===== config.mk =====
export PLATFORM = sky130hd
export DESIGN_NAME = deflate_fixed_huffman_symbol_encoder
export DESIGN_NICKNAME = d
export VERILOG_FILES = /design/src/hdl/dfhe_pkg.sv /design/src/hdl/deflate_fixed_huffman_symbol_encoder.sv /design/src/hdl/dfhe_match_code.sv /design/src/hdl/dfhe_encode.sv
export SDC_FILE = /design/constraint.sdc
export NUM_CORES = 1
export LEC_CHECK = 0
export BUFFER_PORTS_ARGS = -buffer_cell sky130_fd_sc_hd__buf_4
export CAP_MARGIN = 30
export CORE_UTILIZATION = 35
export DETAILED_ROUTE_END_ITERATION = 10
export HOLD_SLACK_MARGIN = 0.05
export RECOVER_POWER = 50
export SETUP_SLACK_MARGIN = 0.02
export SLEW_MARGIN = 10
export SYNTH_ARGS = -nofsm -noshare
export SYNTH_HDL_FRONTEND = slang
export SYNTH_SLANG_ARGS = --single-unit

===== constraint.sdc =====
create_clock -name i_clk -period 8.1 [get_ports i_clk]
set_input_delay 1.62 -clock i_clk [delete_from_list [all_inputs] [get_ports i_clk]]
set_output_delay 1.62 -clock i_clk [all_outputs]
set_load 0.01 [all_outputs]

===== src/hdl/dfhe_pkg.sv =====
package dfhe_pkg;

    localparam int unsigned LEN_SYMS  = 29;
    localparam int unsigned DIST_SYMS = 30;

    localparam logic [7:0] LIT_SPLIT     = 8'd144;
    localparam logic [7:0] LIT_LOW_BASE  = 8'b0011_0000;
    localparam logic [8:0] LIT_HIGH_BASE = 9'h190;
    localparam logic [7:0] LEN_HIGH_BASE = 8'b1100_0000;
    localparam logic [4:0] LEN_HIGH_IDX  = 5'd23;
    localparam logic [8:0] MIN_MATCH     = 9'd3;
    localparam logic [8:0] MAX_MATCH     = 9'd258;
    localparam logic [3:0] MIN_WLOG2     = 4'd8;
    localparam logic [3:0] RESET_WLOG2   = 4'd15;

    localparam logic [4:0] HEADER_COUNT = 5'd3;
    localparam logic [4:0] EOB_COUNT    = 5'd7;

    typedef enum logic [1:0] {
        CMD_HEADER  = 2'd0,
        CMD_LITERAL = 2'd1,
        CMD_MATCH   = 2'd2,
        CMD_EOB     = 2'd3
    } t_cmd;

    typedef struct packed {
        logic [30:0] code_bits;
        logic [4:0]  code_count;
        logic        bad_token;
    } t_result;

    typedef logic [8:0]  t_len_base  [LEN_SYMS];
    typedef logic [2:0]  t_len_extra [LEN_SYMS];
    typedef logic [14:0] t_dist_base [DIST_SYMS];
    typedef logic [3:0]  t_dist_extra[DIST_SYMS];

    localparam t_len_base LEN_BASE = '{
        9'd3, 9'd4, 9'd5, 9'd6, 9'd7, 9'd8, 9'd9, 9'd10, 9'd11, 9'd13, 9'd15, 9'd17,
        9'd19, 9'd23, 9'd27, 9'd31, 9'd35, 9'd43, 9'd51, 9'd59, 9'd67, 9'd83, 9'd99,
        9'd115, 9'd131, 9'd163, 9'd195, 9'd227, 9'd258
    };
    localparam t_len_extra LEN_EXTRA = '{
        3'd0, 3'd0, 3'd0, 3'd0, 3'd0, 3'd0, 3'd0, 3'd0, 3'd1, 3'd1, 3'd1, 3'd1,
        3'd2, 3'd2, 3'd2, 3'd2, 3'd3, 3'd3, 3'd3, 3'd3, 3'd4, 3'd4, 3'd4, 3'd4,
        3'd5, 3'd5, 3'd5, 3'd5, 3'd0
    };
    localparam t_dist_base DIST_BASE = '{
        15'd1, 15'd2, 15'd3, 15'd4, 15'd5, 15'd7, 15'd9, 15'd13, 15'd17, 15'd25,
        15'd33, 15'd49, 15'd65, 15'd97, 15'd129, 15'd193, 15'd257, 15'd385,
        15'd513, 15'd769, 15'd1025, 15'd1537, 15'd2049, 15'd3073, 15'd4097,
        15'd6145, 15'd8193, 15'd12289, 15'd16385, 15'd24577
    };
    localparam t_dist_extra DIST_EXTRA = '{
        4'd0, 4'd0, 4'd0, 4'd0, 4'd1, 4'd1, 4'd2, 4'd2, 4'd3, 4'd3, 4'd4, 4'd4,
        4'd5, 4'd5, 4'd6, 4'd6, 4'd7, 4'd7, 4'd8, 4'd8, 4'd9, 4'd9, 4'd10, 4'd10,
        4'd11, 4'd11, 4'd12, 4'd12, 4'd13, 4'd13
    };

    function automatic logic [4:0] len_index(logic [8:0] len);
        logic [4:0] idx;
        idx = '0;
        for (int i = 0; i < LEN_SYMS; i++) begin
            if (LEN_BASE[i] <= len) begin
                idx = 5'(i);
            end
        end
        return idx;
    endfunction

    function automatic logic [4:0] dist_index(logic [15:0] distance);
        logic [4:0] idx;
        idx = '0;
        for (int i = 0; i < DIST_SYMS; i++) begin
            if ({1'b0, DIST_BASE[i]} <= distance) begin
                idx = 5'(i);
            end
        end
        return idx;
    endfunction

    function automatic logic [4:0] rev5(logic [4:0] v);
        logic [4:0] r;
        for (int i = 0; i < 5; i++) begin
            r[i] = v[4 - i];
        end
        return r;
    endfunction

    function automatic logic [6:0] rev7(logic [6:0] v);
        logic [6:0] r;
        for (int i = 0; i < 7; i++) begin
            r[i] = v[6 - i];
        end
        return r;
    endfunction

    function automatic logic [7:0] rev8(logic [7:0] v);
        logic [7:0] r;
        for (int i = 0; i < 8; i++) begin
            r[i] = v[7 - i];
        end
        return r;
    endfunction

    function automatic logic [8:0] rev9(logic [8:0] v);
        logic [8:0] r;
        for (int i = 0; i < 9; i++) begin
            r[i] = v[8 - i];
        end
        return r;
    endfunction

endpackage


===== src/hdl/deflate_fixed_huffman_symbol_encoder.sv =====
// channel  handshake          payload
// token    i_valid / o_stall  i_cmd i_final_block i_literal_byte i_match_length i_match_distance
// code     o_valid / i_stall  o_code_bits o_code_count o_bad_token
// config   i_cfg_we           i_cfg_wdata (window_log2)
//
// one token per cycle sustained while i_stall is low: input register, then result register
// the code lookup and bit packing sit in one combinational stage between them
// i_rst_n is synchronous: clears both valid flags and sets window_log2 to 15
// i_stall holds the result register; the input register keeps taking one more token
module deflate_fixed_huffman_symbol_encoder (
    input  logic        i_clk,
    input  logic        i_rst_n,
    input  logic        i_valid,
    output logic        o_stall,
    input  logic [1:0]  i_cmd,
    input  logic        i_final_block,
    input  logic [7:0]  i_literal_byte,
    input  logic [8:0]  i_match_length,
    input  logic [15:0] i_match_distance,
    output logic        o_valid,
    input  logic        i_stall,
    output logic [30:0] o_code_bits,
    output logic [4:0]  o_code_count,
    output logic        o_bad_token,
    input  logic        i_cfg_we,
    input  logic [3:0]  i_cfg_wdata
);

    logic [3:0]        r_window_log2;
    logic              r_in_valid;
    dfhe_pkg::t_cmd    r_cmd;
    logic              r_final_block;
    logic [7:0]        r_literal_byte;
    logic [8:0]        r_match_length;
    logic [15:0]       r_match_distance;
    logic              r_out_valid;
    dfhe_pkg::t_result r_out;
    dfhe_pkg::t_result n_out;
    logic              out_advance;

    assign out_advance = !r_out_valid || !i_stall;
    assign o_stall     = r_in_valid && !out_advance;

    always_ff @(posedge i_clk) begin
        if (!i_rst_n) begin
            r_window_log2 <= dfhe_pkg::RESET_WLOG2;
        end else if (i_cfg_we) begin
            r_window_log2 <= i_cfg_wdata;
        end
    end

    // input register
    always_ff @(posedge i_clk) begin
        if (!i_rst_n) begin
            r_in_valid <= 1'b0;
        end else if (!o_stall) begin
            r_in_valid <= i_valid;
        end
    end

    always_ff @(posedge i_clk) begin
        if (!o_stall && i_valid) begin
            r_cmd            <= dfhe_pkg::t_cmd'(i_cmd);
            r_final_block    <= i_final_block;
            r_literal_byte   <= i_literal_byte;
            r_match_length   <= i_match_length;
            r_match_distance <= i_match_distance;
        end
    end

    dfhe_encode u_encode (
        .i_cmd            (r_cmd),
        .i_final_block    (r_final_block),
        .i_literal_byte   (r_literal_byte),
        .i_match_length   (r_match_length),
        .i_match_distance (r_match_distance),
        .i_window_log2    (r_window_log2),
        .o_result         (n_out)
    );

    // result register
    always_ff @(posedge i_clk) begin
        if (!i_rst_n) begin
            r_out_valid <= 1'b0;
        end else if (out_advance) begin
            r_out_valid <= r_in_valid;
        end
    end

    always_ff @(posedge i_clk) begin
        if (out_advance && r_in_valid) begin
            r_out <= n_out;
        end
    end

    assign o_valid      = r_out_valid;
    assign o_code_bits  = r_out.code_bits;
    assign o_code_count = r_out.code_count;
    assign o_bad_token  = r_out.bad_token;

    a_bad_empty: assert property (@(posedge i_clk) disable iff (!i_rst_n)
        r_out_valid && r_out.bad_token |-> r_out.code_count == '0 && r_out.code_bits == '0)
        else $error("bad token carries code bits");

    a_upper_zero: assert property (@(posedge i_clk) disable iff (!i_rst_n)
        r_out_valid |-> (r_out.code_bits >> r_out.code_count) == '0)
        else $error("bits set above code count");

    a_min_count: assert property (@(posedge i_clk) disable iff (!i_rst_n)
        r_out_valid && !r_out.bad_token |-> r_out.code_count >= dfhe_pkg::HEADER_COUNT)
        else $error("good token with too few bits");

    a_stage_move: assert property (@(posedge i_clk) disable iff (!i_rst_n)
        r_in_valid && out_advance |=> r_out_valid)
        else $error("token lost between stages");

    a_stall_full: assert property (@(posedge i_clk) disable iff (!i_rst_n)
        o_stall |-> r_in_valid && r_out_valid)
        else $error("stall with free space");

endmodule


===== src/hdl/dfhe_match_code.sv =====
module dfhe_match_code (
    input  logic [8:0]       i_match_length,
    input  logic [15:0]      i_match_distance,
    input  logic [3:0]       i_window_log2,
    output dfhe_pkg::t_result o_result
);

    logic [3:0]  wl;
    logic [16:0] wsize;
    logic        len_ok;
    logic        dist_ok;
    logic [4:0]  li;
    logic [4:0]  di;
    logic [7:0]  lcode;
    logic [3:0]  lcnt;
    logic [2:0]  lex;
    logic [8:0]  ldiff;
    logic [3:0]  dex;
    logic [15:0] ddiff;
    logic [4:0]  pos1;
    logic [4:0]  pos2;
    logic [30:0] bits;

    always_comb begin
        wl      = (i_window_log2 < dfhe_pkg::MIN_WLOG2) ? dfhe_pkg::MIN_WLOG2 : i_window_log2;
        wsize   = 17'(1) << wl;
        len_ok  = (i_match_length >= dfhe_pkg::MIN_MATCH) &&
                  (i_match_length <= dfhe_pkg::MAX_MATCH);
        dist_ok = (i_match_distance != '0) && ({1'b0, i_match_distance} <= wsize);

        li = dfhe_pkg::len_index(i_match_length);
        di = dfhe_pkg::dist_index(i_match_distance);

        if (li < dfhe_pkg::LEN_HIGH_IDX) begin
            lcode = {1'b0, dfhe_pkg::rev7(7'(li) + 7'd1)};
            lcnt  = 4'd7;
        end else begin
            lcode = dfhe_pkg::rev8(dfhe_pkg::LEN_HIGH_BASE + 8'(li - dfhe_pkg::LEN_HIGH_IDX));
            lcnt  = 4'd8;
        end

        lex   = dfhe_pkg::LEN_EXTRA[li];
        ldiff = i_match_length - dfhe_pkg::LEN_BASE[li];
        dex   = dfhe_pkg::DIST_EXTRA[di];
        ddiff = i_match_distance - {1'b0, dfhe_pkg::DIST_BASE[di]};

        pos1 = 5'(lcnt) + 5'(lex);
        pos2 = pos1 + 5'd5;
        bits = 31'(lcode)
             | (31'(ldiff[4:0]) << lcnt)
             | (31'(dfhe_pkg::rev5(di)) << pos1)
             | (31'(ddiff[12:0]) << pos2);

        if (len_ok && dist_ok) begin
            o_result.code_bits  = bits;
            o_result.code_count = pos2 + 5'(dex);
            o_result.bad_token  = 1'b0;
        end else begin
            o_result.code_bits  = '0;
            o_result.code_count = '0;
            o_result.bad_token  = 1'b1;
        end
    end

endmodule


===== src/hdl/dfhe_encode.sv =====
module dfhe_encode (
    input  dfhe_pkg::t_cmd    i_cmd,
    input  logic              i_final_block,
    input  logic [7:0]        i_literal_byte,
    input  logic [8:0]        i_match_length,
    input  logic [15:0]       i_match_distance,
    input  logic [3:0]        i_window_log2,
    output dfhe_pkg::t_result o_result
);

    dfhe_pkg::t_result match_result;

    dfhe_match_code u_match_code (
        .i_match_length   (i_match_length),
        .i_match_distance (i_match_distance),
        .i_window_log2    (i_window_log2),
        .o_result         (match_result)
    );

    always_comb begin
        o_result = '0;
        unique case (i_cmd)
            dfhe_pkg::CMD_HEADER: begin
                o_result.code_bits  = 31'({2'b01, i_final_block});
                o_result.code_count = dfhe_pkg::HEADER_COUNT;
            end
            dfhe_pkg::CMD_LITERAL: begin
                if (i_literal_byte < dfhe_pkg::LIT_SPLIT) begin
                    o_result.code_bits  = 31'(dfhe_pkg::rev8(dfhe_pkg::LIT_LOW_BASE
                                                           + i_literal_byte));
                    o_result.code_count = 5'd8;
                end else begin
                    o_result.code_bits  = 31'(dfhe_pkg::rev9(dfhe_pkg::LIT_HIGH_BASE
                                          + 9'(i_literal_byte - dfhe_pkg::LIT_SPLIT)));
                    o_result.code_count = 5'd9;
                end
            end
            dfhe_pkg::CMD_MATCH: begin
                o_result = match_result;
            end
            dfhe_pkg::CMD_EOB: begin
                o_result.code_count = dfhe_pkg::EOB_COUNT;
            end
            default: begin
                o_result = '0;
            end
        endcase
    end

endmodule


==> out/qor.txt, run 1 <==
Die Wd = 153 um
Synth Area in Simple Gates = 0.220
dominant synthesized flop cell = edfxtp_1
TritonCTS Sinks = 79
fin crit share = 0.908
DPL Wire Length = 18700 um
CP cell instances = or4_1 -> a41oi_1 -> nand4b_1 -> a221oi_1 -> nor3b_1 -> ha_1 -> nand2_1 -> a22oi_1 -> or2_2 -> inv_2 -> ha_1 -> fa_1 -> ha_1 -> clkinv_1 -> mux2_2 -> nor2_1 -> a21oi_1 -> o221ai_1 -> a222oi_1 -> o41ai_1
syn_area_per_cell = 8.44 sq um
Slew HR = -0.412
Worst setup SP type = flop
largest family of logic cells by synthesized area = compound AO/OA/AOI/OAI gates
DP Area = 0.00889 sq mm
Post-Syn Instances = 949
HP Class = flop to flop
vias per inst = 6.19
YS warnings = 0
post-route setup TNS = 0 ns
Worst Setup End Kind = flop
XOR/XNOR share of the synthesized area = 0.0230
Compound-Gate Fraction of Synth Area = 0.297
gr usage total = 0.213
leakage = 0.00334 uW
Critical-path top delay cell = ha_1
Cell Area, Synth = 0.00801 sq mm
post-synth top area share = 0.274
CTS Buffer Depth = 2
failing checks = capacitance limit, slew limit
crit path max fanout = 26
R2R Path Start = r_match_length[7]$_DFFE_PP_
run status = finished with violations
EDFF count, synth = 73
TritonCTS clock tree = yes
PD cells = 193 mW/mm^2
Core Rows = 54
flop2flop setup slack = 0.75 ns
drt drc = 0
Clk Latency, worst-skew pair = 0.35 ns
initial antenna violation count = 0
fraction of layout cells with a size suffix above 1 = 0.140
antenna viol nets, final = 0
worst-case clock skew = 0.0102 ns
root buf cell = clkbuf_16
clock buffer count from CTS = 9
n_diodes = 0
CTS clk-pin slew, worst paths = 0.07 ns
H-tree depth = 3
Synth area leader = edfxtp_1
Initial Util = 0.361
Hold Path Depth = 2
RSZ-0062 raised after global routing = false
wire per inst = 19.3 um
Design Area, Final = 0.00918 sq mm
Yosys cell types = 97
Worst R2R Path Depth = 20
count of final setup violators = 0
FFs w/ async S/R, synth = 0
reg2reg end = o_code_bits[6]$_DFFE_PP_
Worst Hold End = o_valid$_SDFFE_PN0N_
synth top area cells = edfxtp_1, ha_1, a21oi_1
CP Data Arrival Time = 7.43 ns
io pins = 84
measured slew at the worst slew-check pin = 2.12 ns
Die Y = 153 um
global-route wire length before repair = 39900 um
pin count of the biggest net entering global routing = 38
port bufs = 83
nets = 1096
# Max-Cap Violations = 1
via count = 7949
RD Place Congestion = 0.946
most frequent CP cell = ha_1
#FFs+latches synth = 79
minimum clock period = 7.35 ns
placeable core area = 0.0222 sq mm
Final Max Slew Viols = 38
Post-CTS Resized = 0
vias in the first global route = 7250
sequential fraction of the synthesis area = 0.289
first-pass detailed-route iteration total = 6
CP peak stage delay = 0.89 ns
Die ar. = 0.0235 sq mm
fmax = 136 MHz
post-synthesis mux area share = 0.0327
final hold viol count = 0
syn nets = 1046
Post-Route WL = 24800 um
cts hold-fix bufs = 0
Hold Startpoint = r_in_valid$_SDFFE_PN0N_
P&R area growth vs syn = 14.6%
gr ovfl total = 0
Worst VDD drop = 0.000111 V
kind of critical path = flop to flop
Post-CTS Setup Inserts = 0
WP data required = 8.18 ns
Iteration-0 DRC Markers = 1025
post-synthesis adder-cell area fraction = 0.0888
==> cell usage in the layout (no fill, tap or decap), types with 10 or more instances in the layout <==
master and n:
nand2b_1 12, a22oi_1 11, mux2i_1 16, clkbuf_1 20, edfxtp_1 73, nor3_1 30
ha_1 48, nand2_1 84, xnor2_1 14, buf_4 41, inv_1 33, nor2_1 73
o31ai_1 11, a21o_1 17, a31oi_1 23, a21oi_1 69, nor2b_1 15, o21ai_0 49
o21a_1 10, or3_1 15, clkbuf_4 35, nand4_1 10, o211ai_1 13, nand3_1 36
==> cell usage after synthesis, types with 9 or more instances <==
master    number
a211oi_1       9
a21o_1        17
a21oi_1       69
a22oi_1       11
a31oi_1       23
and3_1         9
clkbuf_1      55
edfxtp_1      73
ha_1          48
inv_1         33
mux2i_1       16
nand2_1       84
nand2b_1      12
nand3_1       36
nand4_1       10
nor2_1        73
nor2b_1       16
nor3_1        30
o211ai_1      13
o21a_1        10
o21ai_0       49
o221ai_1       9
o31ai_1       11
o32ai_1        9
or2_2          9
or3_1         15
xnor2_1       14
==> worst max path at each step <==
stage | startpoint | to | cells past startpoint
global placement | r_match_length[7]$_DFFE_PP_ | o_code_bits[6]$_DFFE_PP_ | 20
finish | r_match_length[7]$_DFFE_PP_ | o_code_bits[6]$_DFFE_PP_ | 20
detailed placement | r_match_length[7]$_DFFE_PP_ | o_code_bits[6]$_DFFE_PP_ | 20
global route | r_match_length[7]$_DFFE_PP_ | o_code_bits[6]$_DFFE_PP_ | 22
CTS | r_match_length[7]$_DFFE_PP_ | o_code_bits[6]$_DFFE_PP_ | 20
floorplan | r_match_distance[15]$_DFFE_PP_ | o_code_bits[30]$_DFFE_PP_ | 21
==> cell families (layout without fill, tap and decap cells) <==
group / count (synthesis) / count (layout)
AND/OR/NAND/NOR: 340 / 340
AO/OA/AOI/OAI: 332 / 332
buffers and inverters: 99 / 154
flip-flops: 79 / 79
adder cells (fa/ha/maj): 55 / 55
multiplexers: 23 / 23
XOR/XNOR: 21 / 21
==> state kept, by name, summed over array words and instances (netlist names) <==
signal and cells:
o_code_bits 31, r_match_distance 16, r_match_length 9, r_literal_byte 8, o_code_count 5, r_window_log2 4, r_cmd 2, o_bad_token 1
o_valid 1, r_final_block 1, r_in_valid 1
==> critical path, delay by kind of cell (launching register included) <==
family                     cells  cell delay [ns]
muxes                          1             0.40
AOI/OAI and AO/OA              7             1.79
DFF                            1             0.59
adders and majority gates      4             1.96
and+or+nand+nor                6             1.62
buffers and inverters          2             0.71
==> power breakdown <==
group	internal, uW	switching (uW)	total (uW)
Combinational	272	489	761
Clock	306	187	494
Sequential	476	36.5	512
Total	1050	713	1770
==> layer usage <==
| metal | share of wire | GRT usage | up-vias |
|---|---|---|---|
| met2 | 0.43 | 0.316 | 406 |
| met5 | 0 | 0 | - |
| met3 | 0.085 | 0.0439 | 37 |
| met4 | 0.018 | 0.0620 | 0 |
| li1 | - | - | 3788 |
| met1 | 0.47 | 0.309 | 3718 |
==> cell type report <==
class                           instances  area, sq um
Fill cell                            2196        13000
Multi-Input combinational cell        771         5320
Sequential cell                        79         2310
Timing Repair Buffer                  100          698
Tap cell                              280          350
Clock buffer                            9          225
Inverter                               38          145
Clock inverter                          7          128
==> stage by stage <==
step | total power, uW | std cells | util | hold WS (ns) | worst slack, ns
6_report | 1770 | 1284 | 0.414 | 0.523 | 0.749
2_1_floorplan | 1030 | 949 | - | 0.466 | 2.36
4_1_cts | 1760 | 1283 | 0.417 | 0.530 | 0.883
3_5_place_dp | 1260 | 1267 | 0.401 | 0.511 | 0.886
5_1_grt | 1860 | 1284 | 0.414 | 0.588 | 0.219
3_3_place_gp | 1260 | 1264 | 0.399 | 0.494 | 1.15
Power figures use the tool's default switching activity.
==> inputs of run 2 (changes only) <==
Settings changed: CORE_MARGIN from default to 2, CORE_UTILIZATION 35 to 36.
==> run 2 against run 1 <==
Net effect:
- the flow still finishes with violations (capacitance limit, slew limit)
- highest routed layer unchanged
- maximum frequency increased by 0.50%
- core utilization grew 0.80 points
- critical endpoint unchanged
- non-clock buffer count rose by 1
- via count shrank 0.13%
- global-route usage up 0.15 points
- clock-buffer cell count unchanged
- combinational power increased by 0.5%
- critical path depth unchanged
- routed wire length up 3.8%
- largest cell class unchanged
- die area down 0.16%
- register-to-register slack better by 0.04 ns
- sequential share of layout area fell by 0.092 points
==> out/qor.txt, run 2 (synthesized netlist as in run 1, its figures left out) <==
count of final setup violators = 0 (unchanged)
Worst setup SP type = flop (unchanged)
Core Rows = 54 (unchanged)
n_diodes = 0 (unchanged)
crit path max fanout = 26 (unchanged)
CP Data Arrival Time = 7.40 ns (was 7.43 ns)
Flop pwr share = 0.289 (was 0.290)
Worst VDD drop = 0.000106 V (was 0.000111 V)
Iteration-0 DRC Markers = 883 (was 1025)
measured slew at the worst slew-check pin = 2.14 ns (was 2.12 ns)
Slew HR = -0.424 (was -0.412)
port bufs = 83 (unchanged)
CTS clk-pin slew, worst paths = 0.07 ns (about the same)
root buf cell = clkbuf_16 (unchanged)
TritonCTS clock tree = yes (unchanged)
fraction of layout cells with a size suffix above 1 = 0.152 (was 0.140)
most common cell after layout, fill and taps aside = nand2_1 (unchanged)
gr ovfl total = 0 (unchanged)
minimum clock period = 7.31 ns (was 7.35 ns)
internal power = 1060 uW (was 1050 uW)
Post-CTS Resized = 0 (unchanged)
antenna viol nets, final = 0 (unchanged)
Critical Path Start = r_match_length[7]$_DFFE_PP_ (unchanged)
pin count of the biggest net entering global routing = 38 (unchanged)
CTS Buffer Depth = 2 (unchanged)
TritonCTS Sinks = 79 (unchanged)
via count = 7939 (was 7949)
placeable core area = 0.0218 sq mm (was 0.0222 sq mm)
# Max-Cap Violations = 1 (unchanged)
Net Sw Frac = 0.405 (was 0.403)
fin crit share = 0.903 (was 0.908)
H-tree depth = 3 (unchanged)
RSZ-0062 raised after global routing = false (unchanged)
kind of critical path = flop to flop (unchanged)
drt drc = 0 (unchanged)
clock buffer count from CTS = 9 (unchanged)
Clk Latency, worst-skew pair = 0.36 ns (was 0.35 ns)
Die ar. = 0.0235 sq mm (about the same)
P_sw = 718 uW (was 713 uW)
CP endpoint = o_code_bits[6]$_DFFE_PP_ (unchanged)
PD cells = 193 mW/mm^2 (about the same)
vias per inst = 6.18 (was 6.19)
run status = finished with violations (unchanged)
reg2reg end = o_code_bits[6]$_DFFE_PP_ (unchanged)
Final Max Slew Viols = 38 (unchanged)
global-route wire length before repair = 40700 um (was 39900 um)
worst-case clock skew = 0.0118 ns (was 0.0102 ns)
Post-CTS Setup Inserts = 0 (unchanged)
first-pass detailed-route iteration total = 5 (was 6)
initial antenna violation count = 0 (unchanged)
failing checks = capacitance limit, slew limit (unchanged)
io pins = 84 (unchanged)
Die Wd = 153 um (about the same)
RD Place Congestion = 0.964 (was 0.946)
fmax = 137 MHz (was 136 MHz)
Worst R2R Path Depth = 20 (unchanged)
nets = 1097 (was 1096)
Final Util = 0.422 (was 0.414)
P&R area growth vs syn = 15.0% (was 14.6%)
flop2flop setup slack = 0.79 ns (was 0.75 ns)
max reg flops = 31 (unchanged)
WP data required = 8.19 ns (was 8.18 ns)
HP Class = flop to flop (unchanged)
gr usage total = 0.215 (was 0.213)
Die Y = 153 um (about the same)
post-route setup TNS = 0 ns (unchanged)
wire per inst = 20.0 um (was 19.3 um)
Post-Route WL = 25700 um (was 24800 um)
R2R Path Start = r_match_length[7]$_DFFE_PP_ (unchanged)
Clock power frac = 0.280 (about the same)
DPL Wire Length = 19300 um (was 18700 um)
cts hold-fix bufs = 0 (unchanged)
leakage = 0.00337 uW (was 0.00334 uW)
Initial Util = 0.367 (was 0.361)
vias in the first global route = 7231 (was 7250)
final hold viol count = 0 (unchanged)
most frequent cells in the layout = nand2_1, nor2_1, edfxtp_1 (unchanged)
Worst Setup End Kind = flop (unchanged)
combinational power share = 0.431 (was 0.430)
-- run 2: cell types whose count changed in the layout (fill, tap and decap cells not counted), sizes merged --
cell,previous run,this run
clkinv,4,3
clkinvlp,0,1
clkbuf,64,52
buf,45,58
-- run 2: worst min-delay path by stage --
stage                            start                    to  slack, ns  cells past startpoint
4_1_cts        r_in_valid$_SDFFE_PN0N_  o_valid$_SDFFE_PN0N_       0.53                      2
3_3_place_gp   r_in_valid$_SDFFE_PN0N_  o_valid$_SDFFE_PN0N_       0.49                      2
6_report       r_in_valid$_SDFFE_PN0N_  o_valid$_SDFFE_PN0N_       0.53                      2
2_1_floorplan  r_in_valid$_SDFFE_PN0N_  o_valid$_SDFFE_PN0N_       0.47                      2
3_5_place_dp   r_in_valid$_SDFFE_PN0N_  o_valid$_SDFFE_PN0N_       0.51                      2
5_1_grt        r_in_valid$_SDFFE_PN0N_  o_valid$_SDFFE_PN0N_       0.54                      2
-- run 2: area by class of cell --
type                            count  area [sq um]
Inverter                           38           145
Tap cell                          280           350
Clock buffer                        9           225
Fill cell                        2169         12600
Timing Repair Buffer              101           741
Sequential cell                    79          2310
Clock inverter                      7           126
Multi-Input combinational cell    771          5310
-- run 2: worst max-delay path: stages, from the launching register on --
cell	delay, ns
edfxtp_1	0.59
or4_1	0.71
a41oi_1	0.27
nand4b_1	0.15
a221oi_1	0.47
nor3b_1	0.23
ha_1	0.30
nand2_1	0.11
a22oi_1	0.07
or2_2	0.39
inv_2	0.22
ha_1	0.21
fa_1	0.58
ha_1	0.87
clkinv_1	0.46
mux2_2	0.40
nor2_1	0.06
a21oi_1	0.26
o221ai_1	0.18
a222oi_1	0.38
o41ai_1	0.13
-- run 2: stage by stage --
| step | instances | setup slack [ns] | cell area [sq um] | hold slack (ns) | total power (uW) |
|---|---|---|---|---|---|
| after floorplan | 949 | 2.36 | 8010 | 0.466 | 1030 |
| after global placement | 1268 | 1.14 | 8870 | 0.494 | 1270 |
| after detailed placement | 1269 | 0.982 | 8890 | 0.507 | 1260 |
| after CTS | 1285 | 0.923 | 9250 | 0.529 | 1760 |
| after global routing | 1285 | 0.272 | 9210 | 0.543 | 1860 |
| final | 1285 | 0.786 | 9210 | 0.531 | 1770 |
-- run 2: metal layers --
metal	share of wire	global-route usage	vias up
met5	0	0	-
met4	0.028	0.0719	0
met3	0.075	0.0388	51
met2	0.44	0.324	358
met1	0.46	0.309	3719
li1	-	-	3811
-- run 2: power by group through the flow --
stage	registers [uW]	clock network [uW]	logic [uW]
floorplan	503	0	523
finish	513	496	765
CTS	512	503	744
global placement	520	0	746
global route	517	515	827
detailed placement	520	0	739
